## src/sv/pcmc_pkg.sv

```systemverilog
// ----------------------------------------------------------------------------
// pcmc_pkg
// shared widths, constants and types of the point chase motion command block
// ----------------------------------------------------------------------------
package pcmc_pkg;

    // position width and derived datapath widths
    localparam int POS_BITS = 16;
    localparam int DIST_W   = POS_BITS + 1;
    localparam int SUM_W    = 2 * POS_BITS + 1;
    localparam int RAD_W    = 2 * DIST_W;
    localparam int REM_W    = DIST_W + 3;
    localparam bit HAS_OVF  = (SUM_W > 64);

    // fixed field widths
    localparam int GH_W    = 16;
    localparam int PH_W    = 15;
    localparam int GAIN_W  = 12;
    localparam int LIM_W   = 10;
    localparam int REACH_W = 16;
    localparam int FWD_W   = 10;
    localparam int TURN_W  = 11;
    localparam int MAG_W   = 14;
    localparam int SCALE_W = 9;

    // heading path widths
    localparam int HPROD_W   = 34;
    localparam int GDEG_W    = 18;
    localparam int ERR_RAW_W = 18;

    // gain path widths
    localparam int P1_W        = DIST_W + GAIN_W;
    localparam int P2_W        = P1_W + SCALE_W;
    localparam int FWD_SHIFT   = 16;
    localparam int FR_W        = P2_W - FWD_SHIFT;
    localparam int TP_W        = MAG_W + GAIN_W;
    localparam int TURN_SHIFT  = 14;
    localparam int TRN_RAW_W   = TP_W - TURN_SHIFT;
    localparam int CMP_W       = (DIST_W > REACH_W) ? DIST_W : REACH_W;

    // configuration port
    localparam int CFG_IDX_W  = 3;
    localparam int CFG_DATA_W = 16;

    localparam logic [CFG_IDX_W-1:0] REG_KP_DISTANCE    = 3'd0;
    localparam logic [CFG_IDX_W-1:0] REG_KP_HEADING     = 3'd1;
    localparam logic [CFG_IDX_W-1:0] REG_MAX_FORWARD    = 3'd2;
    localparam logic [CFG_IDX_W-1:0] REG_MAX_TURN       = 3'd3;
    localparam logic [CFG_IDX_W-1:0] REG_REACH_DISTANCE = 3'd4;

    localparam logic [GAIN_W-1:0]  RST_KP_DISTANCE    = 12'd384;
    localparam logic [GAIN_W-1:0]  RST_KP_HEADING     = 12'd256;
    localparam logic [LIM_W-1:0]   RST_MAX_FORWARD    = 10'd300;
    localparam logic [LIM_W-1:0]   RST_MAX_TURN       = 10'd120;
    localparam logic [REACH_W-1:0] RST_REACH_DISTANCE = 16'd8;

    // radians q3.12 to degrees*64, factor in q16
    localparam logic signed [HPROD_W-1:0] DEG_FACTOR = 34'sd58671;
    localparam logic signed [HPROD_W-1:0] DEG_HALF   = 34'sd32768;

    // heading wrap bounds in degrees*64
    localparam logic signed [ERR_RAW_W-1:0] WRAP_HALF       = 18'sd11520;
    localparam logic signed [ERR_RAW_W-1:0] WRAP_FULL       = 18'sd23040;
    localparam logic signed [ERR_RAW_W-1:0] WRAP_THREE_HALF = 18'sd34560;
    localparam logic signed [ERR_RAW_W-1:0] WRAP_TWO        = 18'sd46080;

    // forward scale steps, q.8; thresholds in degrees*64
    localparam logic [MAG_W-1:0]   THR_STOP  = 14'd7680;
    localparam logic [MAG_W-1:0]   THR_SLOW  = 14'd5760;
    localparam logic [MAG_W-1:0]   THR_HALF  = 14'd2880;
    localparam logic [SCALE_W-1:0] SCALE_STOP = 9'd0;
    localparam logic [SCALE_W-1:0] SCALE_SLOW = 9'd38;
    localparam logic [SCALE_W-1:0] SCALE_HALF = 9'd115;
    localparam logic [SCALE_W-1:0] SCALE_FULL = 9'd256;

    localparam logic [DIST_W-1:0] DIST_MAX = DIST_W'(64'hFFFF_FFFF);

    typedef struct packed {
        logic [GAIN_W-1:0]  kp_distance;
        logic [GAIN_W-1:0]  kp_heading;
        logic [LIM_W-1:0]   max_forward;
        logic [LIM_W-1:0]   max_turn;
        logic [REACH_W-1:0] reach_distance;
    } t_cfg;

    typedef struct packed {
        logic [MAG_W-1:0] mag;
        logic             neg;
        logic             ovf;
    } t_side;

    typedef struct packed {
        logic [RAD_W-1:0]  rad;
        logic [REM_W-1:0]  rem;
        logic [DIST_W-1:0] root;
        t_side             side;
    } t_cell;

endpackage

```

## src/sv/pcmc_in_if.sv

```systemverilog
// ----------------------------------------------------------------------------
// pcmc_in_if
// goal and pose word channel with valid/ready handshake
// ----------------------------------------------------------------------------
interface pcmc_in_if import pcmc_pkg::*; ();
    logic                       valid;
    logic                       ready;
    logic signed [POS_BITS-1:0] goal_x;
    logic signed [POS_BITS-1:0] goal_y;
    logic signed [GH_W-1:0]     goal_heading;
    logic signed [POS_BITS-1:0] pose_x;
    logic signed [POS_BITS-1:0] pose_y;
    logic signed [PH_W-1:0]     pose_heading;

    modport source (
        output valid, goal_x, goal_y, goal_heading, pose_x, pose_y, pose_heading,
        input  ready
    );
    modport sink (
        input  valid, goal_x, goal_y, goal_heading, pose_x, pose_y, pose_heading,
        output ready
    );
endinterface

```

## src/sv/pcmc_out_if.sv

```systemverilog
// ----------------------------------------------------------------------------
// pcmc_out_if
// motion command word channel with valid/ready handshake
// ----------------------------------------------------------------------------
interface pcmc_out_if import pcmc_pkg::*; ();
    logic                     valid;
    logic                     ready;
    logic [FWD_W-1:0]         speed;
    logic signed [TURN_W-1:0] steer;
    logic                     reached;

    modport source (
        output valid, speed, steer, reached,
        input  ready
    );
    modport sink (
        input  valid, speed, steer, reached,
        output ready
    );
endinterface

```

## src/sv/pcmc_front.sv

```systemverilog
// ----------------------------------------------------------------------------
// pcmc_front
// squared distance and wrapped heading error, three pipeline stages
// ----------------------------------------------------------------------------
module pcmc_front import pcmc_pkg::*; (
    input  logic                       i_clk,
    input  logic                       i_rst_n,
    input  logic                       i_en,
    input  logic                       i_valid,
    input  logic signed [POS_BITS-1:0] i_goal_x,
    input  logic signed [POS_BITS-1:0] i_goal_y,
    input  logic signed [GH_W-1:0]     i_goal_heading,
    input  logic signed [POS_BITS-1:0] i_pose_x,
    input  logic signed [POS_BITS-1:0] i_pose_y,
    input  logic signed [PH_W-1:0]     i_pose_heading,
    output logic                       o_valid,
    output t_cell                      o_cell
);

    // stage 1: absolute differences, heading product
    logic signed [POS_BITS:0]    dx, dy;
    logic [POS_BITS-1:0]         n1_ax, n1_ay;
    logic signed [HPROD_W-1:0]   gh_ext, n1_hprod;
    logic                        r1_valid;
    logic [POS_BITS-1:0]         r1_ax, r1_ay;
    logic signed [HPROD_W-1:0]   r1_hprod;
    logic signed [PH_W-1:0]      r1_ph;

    assign dx = $signed({i_goal_x[POS_BITS-1], i_goal_x})
              - $signed({i_pose_x[POS_BITS-1], i_pose_x});
    assign dy = $signed({i_goal_y[POS_BITS-1], i_goal_y})
              - $signed({i_pose_y[POS_BITS-1], i_pose_y});
    assign gh_ext = HPROD_W'(i_goal_heading);

    always_comb begin
        n1_ax    = dx[POS_BITS] ? POS_BITS'(-dx) : dx[POS_BITS-1:0];
        n1_ay    = dy[POS_BITS] ? POS_BITS'(-dy) : dy[POS_BITS-1:0];
        n1_hprod = gh_ext * DEG_FACTOR;
    end

    always_ff @(posedge i_clk) begin
        if (!i_rst_n) begin
            r1_valid <= 1'b0;
        end else if (i_en) begin
            r1_valid <= i_valid;
        end
        if (i_en) begin
            r1_ax    <= n1_ax;
            r1_ay    <= n1_ay;
            r1_hprod <= n1_hprod;
            r1_ph    <= i_pose_heading;
        end
    end

    // stage 2: squares, raw heading error
    logic [2*POS_BITS-1:0]        ax_w, ay_w, n2_sx, n2_sy;
    logic signed [HPROD_W-1:0]    hround, hshift;
    logic signed [GDEG_W-1:0]     gdeg;
    logic signed [ERR_RAW_W-1:0]  n2_err;
    logic                         r2_valid;
    logic [2*POS_BITS-1:0]        r2_sx, r2_sy;
    logic signed [ERR_RAW_W-1:0]  r2_err;

    always_comb begin
        ax_w   = {{POS_BITS{1'b0}}, r1_ax};
        ay_w   = {{POS_BITS{1'b0}}, r1_ay};
        n2_sx  = ax_w * ax_w;
        n2_sy  = ay_w * ay_w;
        hround = r1_hprod + DEG_HALF;
        hshift = hround >>> 16;
        gdeg   = hshift[GDEG_W-1:0];
        n2_err = ERR_RAW_W'(gdeg) - ERR_RAW_W'(r1_ph);
    end

    always_ff @(posedge i_clk) begin
        if (!i_rst_n) begin
            r2_valid <= 1'b0;
        end else if (i_en) begin
            r2_valid <= r1_valid;
        end
        if (i_en) begin
            r2_sx  <= n2_sx;
            r2_sy  <= n2_sy;
            r2_err <= n2_err;
        end
    end

    // stage 3: sum of squares, wrapped error, magnitude
    logic [SUM_W-1:0]            sum;
    logic signed [ERR_RAW_W-1:0] ewrap, eabs;
    logic                        r3_valid;
    t_cell                       n3_cell, r3_cell;

    always_comb begin
        sum = SUM_W'(r2_sx) + SUM_W'(r2_sy);
        if (r2_err > WRAP_THREE_HALF) begin
            ewrap = r2_err - WRAP_TWO;
        end else if (r2_err > WRAP_HALF) begin
            ewrap = r2_err - WRAP_FULL;
        end else if (r2_err < -WRAP_THREE_HALF) begin
            ewrap = r2_err + WRAP_TWO;
        end else if (r2_err < -WRAP_HALF) begin
            ewrap = r2_err + WRAP_FULL;
        end else begin
            ewrap = r2_err;
        end
        eabs              = ewrap[ERR_RAW_W-1] ? -ewrap : ewrap;
        n3_cell.rad       = RAD_W'(sum);
        n3_cell.rem       = '0;
        n3_cell.root      = '0;
        n3_cell.side.mag  = eabs[MAG_W-1:0];
        n3_cell.side.neg  = ewrap[ERR_RAW_W-1];
        n3_cell.side.ovf  = HAS_OVF && sum[SUM_W-1];
    end

    always_ff @(posedge i_clk) begin
        if (!i_rst_n) begin
            r3_valid <= 1'b0;
        end else if (i_en) begin
            r3_valid <= r2_valid;
        end
        if (i_en) begin
            r3_cell <= n3_cell;
        end
    end

    assign o_valid = r3_valid;
    assign o_cell  = r3_cell;

endmodule

```

## src/sv/pcmc_sqrt_cell.sv

```systemverilog
// ----------------------------------------------------------------------------
// pcmc_sqrt_cell
// one digit of the integer square root, registered toward its neighbor
// ----------------------------------------------------------------------------
module pcmc_sqrt_cell import pcmc_pkg::*; (
    input  logic  i_clk,
    input  logic  i_rst_n,
    input  logic  i_en,
    input  logic  i_valid,
    input  t_cell i_cell,
    output logic  o_valid,
    output t_cell o_cell
);

    logic [REM_W-1:0] rem_sh, trial;
    logic             take;
    t_cell            n_cell, r_cell;
    logic             r_valid;

    always_comb begin
        rem_sh      = {i_cell.rem[REM_W-3:0], i_cell.rad[RAD_W-1 -: 2]};
        trial       = REM_W'({i_cell.root, 2'b01});
        take        = (rem_sh >= trial);
        n_cell.rad  = {i_cell.rad[RAD_W-3:0], 2'b00};
        n_cell.rem  = take ? (rem_sh - trial) : rem_sh;
        n_cell.root = {i_cell.root[DIST_W-2:0], take};
        n_cell.side = i_cell.side;
    end

    always_ff @(posedge i_clk) begin
        if (!i_rst_n) begin
            r_valid <= 1'b0;
        end else if (i_en) begin
            r_valid <= i_valid;
        end
        if (i_en) begin
            r_cell <= n_cell;
        end
    end

    assign o_valid = r_valid;
    assign o_cell  = r_cell;

endmodule

```

## src/sv/pcmc_back.sv

```systemverilog
// ----------------------------------------------------------------------------
// pcmc_back
// gains, forward scale, saturation and the output word register
// ----------------------------------------------------------------------------
module pcmc_back import pcmc_pkg::*; (
    input  logic                     i_clk,
    input  logic                     i_rst_n,
    input  logic                     i_en,
    input  logic                     i_valid,
    input  t_cell                    i_cell,
    input  t_cfg                     i_cfg,
    output logic                     o_valid,
    output logic [FWD_W-1:0]         o_speed,
    output logic signed [TURN_W-1:0] o_steer,
    output logic                     o_reached
);

    // stage 1: distance and heading products, forward scale step, reach compare
    logic [DIST_W-1:0]  root_dist;
    logic [P1_W-1:0]    n1_p1;
    logic [TP_W-1:0]    n1_tp;
    logic [SCALE_W-1:0] n1_scale;
    logic               n1_reached;
    logic               r1_valid, r1_neg, r1_reached;
    logic [P1_W-1:0]    r1_p1;
    logic [TP_W-1:0]    r1_tp;
    logic [SCALE_W-1:0] r1_scale;

    always_comb begin
        root_dist = i_cell.side.ovf ? DIST_MAX : i_cell.root;
        n1_p1     = P1_W'(root_dist) * P1_W'(i_cfg.kp_distance);
        n1_tp     = TP_W'(i_cell.side.mag) * TP_W'(i_cfg.kp_heading);
        if (i_cell.side.mag > THR_STOP) begin
            n1_scale = SCALE_STOP;
        end else if (i_cell.side.mag > THR_SLOW) begin
            n1_scale = SCALE_SLOW;
        end else if (i_cell.side.mag > THR_HALF) begin
            n1_scale = SCALE_HALF;
        end else begin
            n1_scale = SCALE_FULL;
        end
        n1_reached = (CMP_W'(root_dist) <= CMP_W'(i_cfg.reach_distance));
    end

    always_ff @(posedge i_clk) begin
        if (!i_rst_n) begin
            r1_valid <= 1'b0;
        end else if (i_en) begin
            r1_valid <= i_valid;
        end
        if (i_en) begin
            r1_p1      <= n1_p1;
            r1_tp      <= n1_tp;
            r1_scale   <= n1_scale;
            r1_neg     <= i_cell.side.neg;
            r1_reached <= n1_reached;
        end
    end

    // stage 2: forward scale product, turn clamp
    logic [P2_W-1:0]      n2_p2;
    logic [TRN_RAW_W-1:0] trn_raw;
    logic [LIM_W-1:0]     n2_trn;
    logic                 r2_valid, r2_neg, r2_reached;
    logic [P2_W-1:0]      r2_p2;
    logic [LIM_W-1:0]     r2_trn;

    always_comb begin
        n2_p2   = P2_W'(r1_p1) * P2_W'(r1_scale);
        trn_raw = r1_tp[TP_W-1:TURN_SHIFT];
        n2_trn  = (trn_raw > TRN_RAW_W'(i_cfg.max_turn)) ? i_cfg.max_turn
                                                         : trn_raw[LIM_W-1:0];
    end

    always_ff @(posedge i_clk) begin
        if (!i_rst_n) begin
            r2_valid <= 1'b0;
        end else if (i_en) begin
            r2_valid <= r1_valid;
        end
        if (i_en) begin
            r2_p2      <= n2_p2;
            r2_trn     <= n2_trn;
            r2_neg     <= r1_neg;
            r2_reached <= r1_reached;
        end
    end

    // stage 3: forward clamp, turn sign, output word
    logic [FR_W-1:0]          fwd_raw;
    logic [FWD_W-1:0]         n_fwd;
    logic signed [TURN_W-1:0] trn_ext, n_turn;
    logic                     r_valid, r_reached;
    logic [FWD_W-1:0]         r_fwd;
    logic signed [TURN_W-1:0] r_turn;

    always_comb begin
        fwd_raw = r2_p2[P2_W-1:FWD_SHIFT];
        n_fwd   = (fwd_raw > FR_W'(i_cfg.max_forward)) ? i_cfg.max_forward
                                                       : fwd_raw[FWD_W-1:0];
        trn_ext = TURN_W'(r2_trn);
        n_turn  = r2_neg ? -trn_ext : trn_ext;
    end

    always_ff @(posedge i_clk) begin
        if (!i_rst_n) begin
            r_valid <= 1'b0;
        end else if (i_en) begin
            r_valid <= r2_valid;
        end
        if (i_en) begin
            r_fwd     <= n_fwd;
            r_turn    <= n_turn;
            r_reached <= r2_reached;
        end
    end

    assign o_valid   = r_valid;
    assign o_speed   = r_fwd;
    assign o_steer   = r_turn;
    assign o_reached = r_reached;

endmodule

```

## src/sv/point_chase_motion_command.sv

```systemverilog
// ----------------------------------------------------------------------------
// point_chase_motion_command
// proportional go-to-point controller: distance by a chain of square root
// cells, heading error wrap, gains, forward scale and saturation
// ----------------------------------------------------------------------------
//  channel   dir   handshake         word
//  i_goal    in    valid / ready     goal x, y, heading and pose x, y, heading
//  o_motion  out   valid / ready     speed, steer, reached
//  i_cfg_*   in    write enable      register index and data, no read-back
//
//  one word per cycle unless the output word is held; the pipeline holds
//  three front stages, one square root cell per distance bit, three back stages
//  synchronous active-low reset clears the stage valid bits and loads the config defaults
//  a held output word freezes the whole pipeline; i_goal.ready drops with it
// ----------------------------------------------------------------------------
module point_chase_motion_command import pcmc_pkg::*; (
    input  logic                  i_clk,
    input  logic                  i_rst_n,
    pcmc_in_if.sink               i_goal,
    pcmc_out_if.source            o_motion,
    input  logic                  i_cfg_we,
    input  logic [CFG_IDX_W-1:0]  i_cfg_index,
    input  logic [CFG_DATA_W-1:0] i_cfg_data
);

    t_cfg  r_cfg;
    logic  en;
    logic  out_valid;
    logic  chain_valid [DIST_W+1];
    t_cell chain_cell  [DIST_W+1];

    always_ff @(posedge i_clk) begin
        if (!i_rst_n) begin
            r_cfg.kp_distance    <= RST_KP_DISTANCE;
            r_cfg.kp_heading     <= RST_KP_HEADING;
            r_cfg.max_forward    <= RST_MAX_FORWARD;
            r_cfg.max_turn       <= RST_MAX_TURN;
            r_cfg.reach_distance <= RST_REACH_DISTANCE;
        end else if (i_cfg_we) begin
            case (i_cfg_index)
                REG_KP_DISTANCE:    r_cfg.kp_distance    <= i_cfg_data[GAIN_W-1:0];
                REG_KP_HEADING:     r_cfg.kp_heading     <= i_cfg_data[GAIN_W-1:0];
                REG_MAX_FORWARD:    r_cfg.max_forward    <= i_cfg_data[LIM_W-1:0];
                REG_MAX_TURN:       r_cfg.max_turn       <= i_cfg_data[LIM_W-1:0];
                REG_REACH_DISTANCE: r_cfg.reach_distance <= i_cfg_data[REACH_W-1:0];
                default: begin
                end
            endcase
        end
    end

    assign en           = !out_valid || o_motion.ready;
    assign i_goal.ready = en;

    pcmc_front u_front (
        .i_clk          (i_clk),
        .i_rst_n        (i_rst_n),
        .i_en           (en),
        .i_valid        (i_goal.valid),
        .i_goal_x       (i_goal.goal_x),
        .i_goal_y       (i_goal.goal_y),
        .i_goal_heading (i_goal.goal_heading),
        .i_pose_x       (i_goal.pose_x),
        .i_pose_y       (i_goal.pose_y),
        .i_pose_heading (i_goal.pose_heading),
        .o_valid        (chain_valid[0]),
        .o_cell         (chain_cell[0])
    );

    for (genvar g = 0; g < DIST_W; g++) begin : g_sqrt
        pcmc_sqrt_cell u_cell (
            .i_clk   (i_clk),
            .i_rst_n (i_rst_n),
            .i_en    (en),
            .i_valid (chain_valid[g]),
            .i_cell  (chain_cell[g]),
            .o_valid (chain_valid[g+1]),
            .o_cell  (chain_cell[g+1])
        );
    end

    pcmc_back u_back (
        .i_clk     (i_clk),
        .i_rst_n   (i_rst_n),
        .i_en      (en),
        .i_valid   (chain_valid[DIST_W]),
        .i_cell    (chain_cell[DIST_W]),
        .i_cfg     (r_cfg),
        .o_valid   (out_valid),
        .o_speed   (o_motion.speed),
        .o_steer   (o_motion.steer),
        .o_reached (o_motion.reached)
    );

    assign o_motion.valid = out_valid;

endmodule
```

## src/flat_wrapper.sv

```systemverilog
// flat-port wrapper written by rule: the top's interface ports become plain ports
module point_chase_motion_command_flat import pcmc_pkg::*;
  (i_clk, i_rst_n, i_cfg_we, i_cfg_index, i_cfg_data, i_goal_valid, i_goal_goal_x, i_goal_goal_y, i_goal_goal_heading, i_goal_pose_x, i_goal_pose_y, i_goal_pose_heading, i_goal_ready, o_motion_valid, o_motion_speed, o_motion_steer, o_motion_reached, o_motion_ready);
  pcmc_in_if i_goal_i ();
  pcmc_out_if o_motion_i ();
  input  logic i_clk;
  input  logic i_rst_n;
  input  logic i_cfg_we;
  input  logic [CFG_IDX_W-1:0] i_cfg_index;
  input  logic [CFG_DATA_W-1:0] i_cfg_data;
  input wire logic [$bits(i_goal_i.valid)-1:0] i_goal_valid;
  input wire logic [$bits(i_goal_i.goal_x)-1:0] i_goal_goal_x;
  input wire logic [$bits(i_goal_i.goal_y)-1:0] i_goal_goal_y;
  input wire logic [$bits(i_goal_i.goal_heading)-1:0] i_goal_goal_heading;
  input wire logic [$bits(i_goal_i.pose_x)-1:0] i_goal_pose_x;
  input wire logic [$bits(i_goal_i.pose_y)-1:0] i_goal_pose_y;
  input wire logic [$bits(i_goal_i.pose_heading)-1:0] i_goal_pose_heading;
  output wire logic [$bits(i_goal_i.ready)-1:0] i_goal_ready;
  output wire logic [$bits(o_motion_i.valid)-1:0] o_motion_valid;
  output wire logic [$bits(o_motion_i.speed)-1:0] o_motion_speed;
  output wire logic [$bits(o_motion_i.steer)-1:0] o_motion_steer;
  output wire logic [$bits(o_motion_i.reached)-1:0] o_motion_reached;
  input wire logic [$bits(o_motion_i.ready)-1:0] o_motion_ready;
  assign i_goal_i.valid = i_goal_valid;
  assign i_goal_i.goal_x = i_goal_goal_x;
  assign i_goal_i.goal_y = i_goal_goal_y;
  assign i_goal_i.goal_heading = i_goal_goal_heading;
  assign i_goal_i.pose_x = i_goal_pose_x;
  assign i_goal_i.pose_y = i_goal_pose_y;
  assign i_goal_i.pose_heading = i_goal_pose_heading;
  assign i_goal_ready = i_goal_i.ready;
  assign o_motion_valid = o_motion_i.valid;
  assign o_motion_speed = o_motion_i.speed;
  assign o_motion_steer = o_motion_i.steer;
  assign o_motion_reached = o_motion_i.reached;
  assign o_motion_i.ready = o_motion_ready;
  point_chase_motion_command u_core (.i_clk(i_clk), .i_rst_n(i_rst_n), .i_goal(i_goal_i), .o_motion(o_motion_i), .i_cfg_we(i_cfg_we), .i_cfg_index(i_cfg_index), .i_cfg_data(i_cfg_data));
endmodule
```

## config.mk

```make
export PLATFORM = sky130hd
export DESIGN_NAME = point_chase_motion_command_flat
export DESIGN_NICKNAME = d
export VERILOG_FILES = /design/src/sv/pcmc_pkg.sv /design/src/sv/pcmc_in_if.sv /design/src/sv/pcmc_out_if.sv /design/src/sv/pcmc_front.sv /design/src/sv/pcmc_sqrt_cell.sv /design/src/sv/pcmc_back.sv /design/src/sv/point_chase_motion_command.sv /design/src/flat_wrapper.sv
export SDC_FILE = /design/constraint.sdc
export NUM_CORES = 2
export LEC_CHECK = 0
export BUFFER_PORTS_ARGS = -buffer_cell sky130_fd_sc_hd__buf_2
export CAP_MARGIN = 30
export CORE_ASPECT_RATIO = 1.1
export CORE_MARGIN = 1
export CORE_UTILIZATION = 40
export CTS_CLUSTER_SIZE = 28
export DETAILED_ROUTE_END_ITERATION = 12
export MAX_ROUTING_LAYER = met4
export PLACE_DENSITY_LB_ADDON = 0.15
export SETUP_SLACK_MARGIN = 0.1
export SLEW_MARGIN = 40
export SYNTH_ARGS = -nofsm -noshare
export SYNTH_HDL_FRONTEND = slang
export SYNTH_SLANG_ARGS = --single-unit
```

## constraint.sdc

```tcl
create_clock -name i_clk -period 44.4 [get_ports i_clk]
set_input_delay 4.44 -clock i_clk [delete_from_list [all_inputs] [get_ports i_clk]]
set_output_delay 4.44 -clock i_clk [all_outputs]
set_load 0.01 [all_outputs]
```

Word-level counts from Yosys, hierarchy flattened
Cells that the tools add are included.
Storage, ports and cells
  logic and storage cells: 239
  bits of input ports: 119
  bits in registers: 1384
  output and inout bits: 24
Cells by class
  multiply operators: 6
  mux-type cells: 28
  add/sub/neg operators: 29
  reduce and logical (&&, ||, !) cells: 9
  order comparisons: 27
  eq/ne operators: 4
Operators by type and width (number)
  $mux 18: 19
  $mul 16x16->32: 2
  $mul 29x9->38: 1
  $sub 18x15->18: 2
  $add 34x17->34 const B: 1
  $sub 16x16->17: 2
  $add 32x32->33: 1
  $mul 16x17->33 const B: 1
  $mux 16: 2
  $neg 16->16: 2
  $mux 10: 3
  $mul 17x12->29: 1
  $gt 14x13->1 const B: 2
  $mul 14x12->26: 1
  $gt 22x10->1: 1
  $ge 20x10->1: 1
  $ge 20x11->1: 1
  $ge 20x12->1: 1
  $ge 20x13->1: 1
  $ge 20x14->1: 1
  $ge 20x15->1: 1
  $ge 20x16->1: 1
  $ge 20x17->1: 1
  $ge 20x18->1: 1
  other kinds (48): 53

Longest topological paths before layout
  depth in word-level cells: 7
  mapped depth: 27
  gate-level depth less buffers: 25

Hierarchy
From an unflattened synthesis, not the netlist that was laid out.
Unflattened totals
  cell total of the unflattened synthesis: 10355
  area total of the unflattened synthesis: 120637.0 sq um
Modules (own cells, without submodules)
  pcmc_sqrt_cell: instances 17, area an instance 3832.4 sq um, cells an instance 269, sequential area each 2572.5 sq um
  pcmc_front: instances 1, area an instance 30478.0 sq um, cells an instance 3125, sequential area each 5855.6 sq um
  pcmc_back: instances 1, area an instance 22686.8 sq um, cells an instance 2429, sequential area each 3153.0 sq um
  point_chase_motion_command: instances 1, area an instance 2321.0 sq um, cells an instance 228, sequential area each 1201.2 sq um

Worst setup path before layout
Ideal clock, no wire load.
  path kind: input port to output port
  start point: in o_motion_ready
  end point: out i_goal_ready
  arrival: 38314 ps
  path buffers: 2
  required time: 39960 ps
  stages: 4
  setup slack: 1646 ps
  path through: nor2b_1 clkbuf_1 inv_1 clkbuf_1
On the way
  longest elaborated chain between the ends: 1
RTL lines
  start: declaration: RTL line flat_wrapper.sv:23  | input wire logic [$bits(o_motion_i.ready)-1:0] o_motion_ready;
  $logic_or 1x1->1: RTL line point_chase_motion_command.sv:52  | assign en = !out_valid || o_motion.ready;
  end: declaration: RTL line flat_wrapper.sv:18  | output wire logic [$bits(i_goal_i.ready)-1:0] i_goal_ready;
Every way passes these cells.

Worst setup path after layout
Same ends and word-level chain as after synthesis.

==> flow_metrics.env <==
export IMPL_fp_dieH_um=511
export IMPL_cp_common_cell="buf_2"
export IMPL_cts_htree_levels=4
export IMPL_clk_latency_ns=0.80
export IMPL_hpwl_mm=144
export IMPL_setup_tns_ns=0
export IMPL_grt_pass1_wl_mm=309
export IMPL_max_cap_violations=0
export IMPL_numCtsBuffers=150
export IMPL_synth_flop_cell="edfxtp_1"
export IMPL_worstHoldPathType="reg -> reg"
export IMPL_rows=186
export IMPL_ios=143
export IMPL_violations="design-rule violations"
export IMPL_clockBufferDepth=3
export IMPL_layout_min_cycle_time_ns=10.01
export IMPL_finClkSkew_ns=0.0425
export IMPL_reg2reg_to="u_core.u_front.r2_sy[30]"
export IMPL_regToRegStartpoint="u_core.u_front.r1_ay[3]"
export IMPL_drc_errors=18
export IMPL_r2r_cells=23
export IMPL_critPathRequiredTime_ns=39.96
export IMPL_crit_path_end="i_goal_ready"
export IMPL_avgSynthCellArea_sq_um=11.2
export IMPL_final_common_cell="inv_1"
export IMPL_crit_type="in -> out"
export IMPL_drive_gt1_share_pct=5.74
export IMPL_synthCells=8439
export IMPL_clkSinkCount=1323
export IMPL_most_common_layout_cells="1628 x inv_1, 1240 x edfxtp_1, 875 x ha_1"
export IMPL_die_area_sq_um=237000
export IMPL_overflow=0
export IMPL_worst_r2r_setup_slack_ns=36.70
export IMPL_yosysUniqueCellTypes=93
export IMPL_core_area_sq_um=234000
export IMPL_arrival_ns=5.57
export IMPL_syn2layout_area_growth_pct=9.90
export IMPL_grt_pass1_vias=61000
export IMPL_tightestPinTransition_ns=0.854
export IMPL_drt_total_wl_mm=185
export IMPL_postRouteAntennaNets=0
export IMPL_ys_seq_area_share_pct=41.3
export IMPL_path_cells="buf_2 -> nor2b_1 -> buf_4 -> inv_8 -> buf_2"
export IMPL_drt_iter0_drc=2683
export IMPL_worstSetupEndpointType="output pin"
export IMPL_vias=57300
export IMPL_synthArstFlopShare_pct=0
export IMPL_grt_max_degree=98
export IMPL_post_route_period_util_pct=22.6
export IMPL_initial_core_util_pct=40.3
export IMPL_num_nets_final=10400
export IMPL_cts_root_buffer_cell="clkbuf_16"
export IMPL_finalHoldViolations=0
export IMPL_ys_seq_elements=1323
export IMPL_setup_viol=0
export IMPL_slew_viol_final=0
export IMPL_via_per_inst=4.85
export IMPL_critPathSlowestCell="inv_8"
export IMPL_port_buffer_count=142
export IMPL_cts_tree="built"
export IMPL_synth_edf_count=1240
export IMPL_cts_resized_gates=0
export IMPL_drt_wirelength_per_cell_um=15.7
export IMPL_ys_warn_count=0
export IMPL_hold_buffers=0
export IMPL_status="finished, violations left"
export IMPL_synth_area_sq_um=94100
export IMPL_firstDrtPassIters=12
export IMPL_critPathMaxStageDelay_ns=0.36
export IMPL_slew_headroom_pct=43.0
export IMPL_path_clk_slew_ns=0.06
export IMPL_die_w_um=465
export IMPL_max_freq_mhz=99.9
export IMPL_antenna_found_initial=3
export IMPL_syn_num_nets=10300
export IMPL_post_cts_setup_buffer_count=0
export IMPL_routabilityCongestion=0.846
export IMPL_path_max_fanout=68
export IMPL_worstSetupStartpointType="input pin"
export IMPL_crit_start="o_motion_ready"
export IMPL_grtUsageTotal_pct=16.4
export IMPL_grt_setup_unrepaired="false"
==> worst max-delay path: cells and delay by family <==
kind	cells	cell delay, ns
buffers and inverters	4	1.02
and+or+nand+nor	1	0.03
==> layout make-up <==
type | count | area [sq um]
fillers | 21900 | 130000
repair buffers | 185 | 1190
clock inverters | 85 | 993
diodes | 3 | 7.51
well taps | 3102 | 3880
inverters | 1629 | 6120
clock buffers | 187 | 3910
flip-flops and latches | 1323 | 38900
multi-input cells | 5298 | 48500
==> cell families (layout without fill, tap and decap cells) <==
| logic type | after synthesis | after routing | share of synthesized area, % |
|---|---|---|---|
| compound gates | 1068 | 1068 | 7.27 |
| xor+xnor | 440 | 440 | 4.10 |
| fa+ha+maj | 1694 | 1694 | 29.0 |
| buf+inv | 1818 | 2086 | 7.26 |
| flops | 1323 | 1323 | 41.3 |
| mux | 43 | 43 | 0.502 |
| other cells | 1 | 4 | 0.00398 |
| simple gates | 2052 | 2052 | 10.5 |
==> registers in the layout (all words and copies together) (netlist names), 12 cells and up <==
| register | count |
|---|---|
| u_core.u_back.r2_p2 | 22 |
| u_core.g_sqrt.u_cell.o_cell | 944 |
| u_core.u_front.r1_ay | 16 |
| u_core.u_front.r2_sy | 31 |
| u_core.u_front.r2_err | 18 |
| u_core.r_cfg | 60 |
| u_core.g_sqrt.u_cell.o_valid | 17 |
| u_core.u_front.r2_sx | 31 |
| u_core.u_front.r1_ph | 15 |
| u_core.u_back.r1_tp | 12 |
| u_core.u_front.o_cell | 48 |
| u_core.u_back.r1_p1 | 29 |
| u_core.u_front.r1_ax | 16 |
| u_core.u_front.r1_hprod | 18 |
==> cells in the mapped netlist (all sizes together), types with 8 or more instances <==
cell,number,share of area [%]
nor3,131,0.70
edfxtp,1240,40
nand3,81,0.43
nor4,41,0.28
o21bai,40,0.32
a31oi,27,0.18
a21oi,307,1.6
mux2,34,0.41
clkbuf,178,0.71
a21boi,84,0.67
a31o,9,0.084
o21a,88,0.70
nor2b,61,0.41
xnor2,277,2.6
or3,33,0.22
inv,1629,6.5
nor2,359,1.4
ha,875,12
mux2i,9,0.096
o211ai,26,0.21
o41ai,9,0.092
a2111oi,8,0.081
o22ai,10,0.073
and2,336,2.2
a21o,90,0.72
nor3b,9,0.082
a211oi,40,0.32
nand2b,68,0.45
and3,38,0.25
nand4,46,0.31
xor2,163,1.5
or2,27,0.18
a211o,9,0.084
nand2,775,3.1
dfxtp,83,1.8
o21ai,218,1.2
o31ai,30,0.24
or4,17,0.14
fa,819,17
buf,11,0.057
==> per-layer routing <==
layer | part of all wire, % | track usage (%)
met5 | 0 | -
met4 | 2.5 | 4.55
met3 | 2.8 | 2.08
met2 | 53 | 29.9
met1 | 41 | 18.8
==> per-stage QoR <==
stage | instances | utilization, % | setup WS (ns) | area (sq um) | hold slack [ns]
detailed placement | 11500 | 42.2 | 33.76 | 98500 | 0.405
finish | 11800 | 44.3 | 34.39 | 103000 | 0.404
global placement | 11500 | 42.1 | 33.41 | 98300 | 0.400
global route | 11800 | 44.3 | 34.29 | 103000 | 0.409
CTS | 11800 | 44.3 | 34.35 | 103000 | 0.398
floorplan | 8439 | - | 1.65 | 94100 | 0.400
==> how the worst min path moves through the flow <==
| stage | startpoint | to | slack, ns | depth (start not counted) |
|---|---|---|---|---|
| 2_1_floorplan | u_core.u_front.o_cell[10] | u_core.g_sqrt[0].u_cell.o_cell[10] | 0.40 | 0 |
| 3_3_place_gp | u_core.g_sqrt[0].u_cell.o_cell[62] | u_core.g_sqrt[1].u_cell.o_cell[64] | 0.40 | 0 |
| 3_5_place_dp | u_core.g_sqrt[9].u_cell.o_cell[12] | u_core.g_sqrt[10].u_cell.o_cell[12] | 0.40 | 0 |
| 4_1_cts | u_core.g_sqrt[2].u_cell.o_cell[3] | u_core.g_sqrt[3].u_cell.o_cell[3] | 0.40 | 0 |
| 5_1_grt | u_core.g_sqrt[14].u_cell.o_cell[7] | u_core.g_sqrt[15].u_cell.o_cell[7] | 0.41 | 0 |
| 6_report | u_core.g_sqrt[2].u_cell.o_cell[3] | u_core.g_sqrt[3].u_cell.o_cell[3] | 0.40 | 0 |
Power is left out: the tool's default activity adds up to more than one toggle a clock period on the data nets, which glitch-free logic cannot reach.
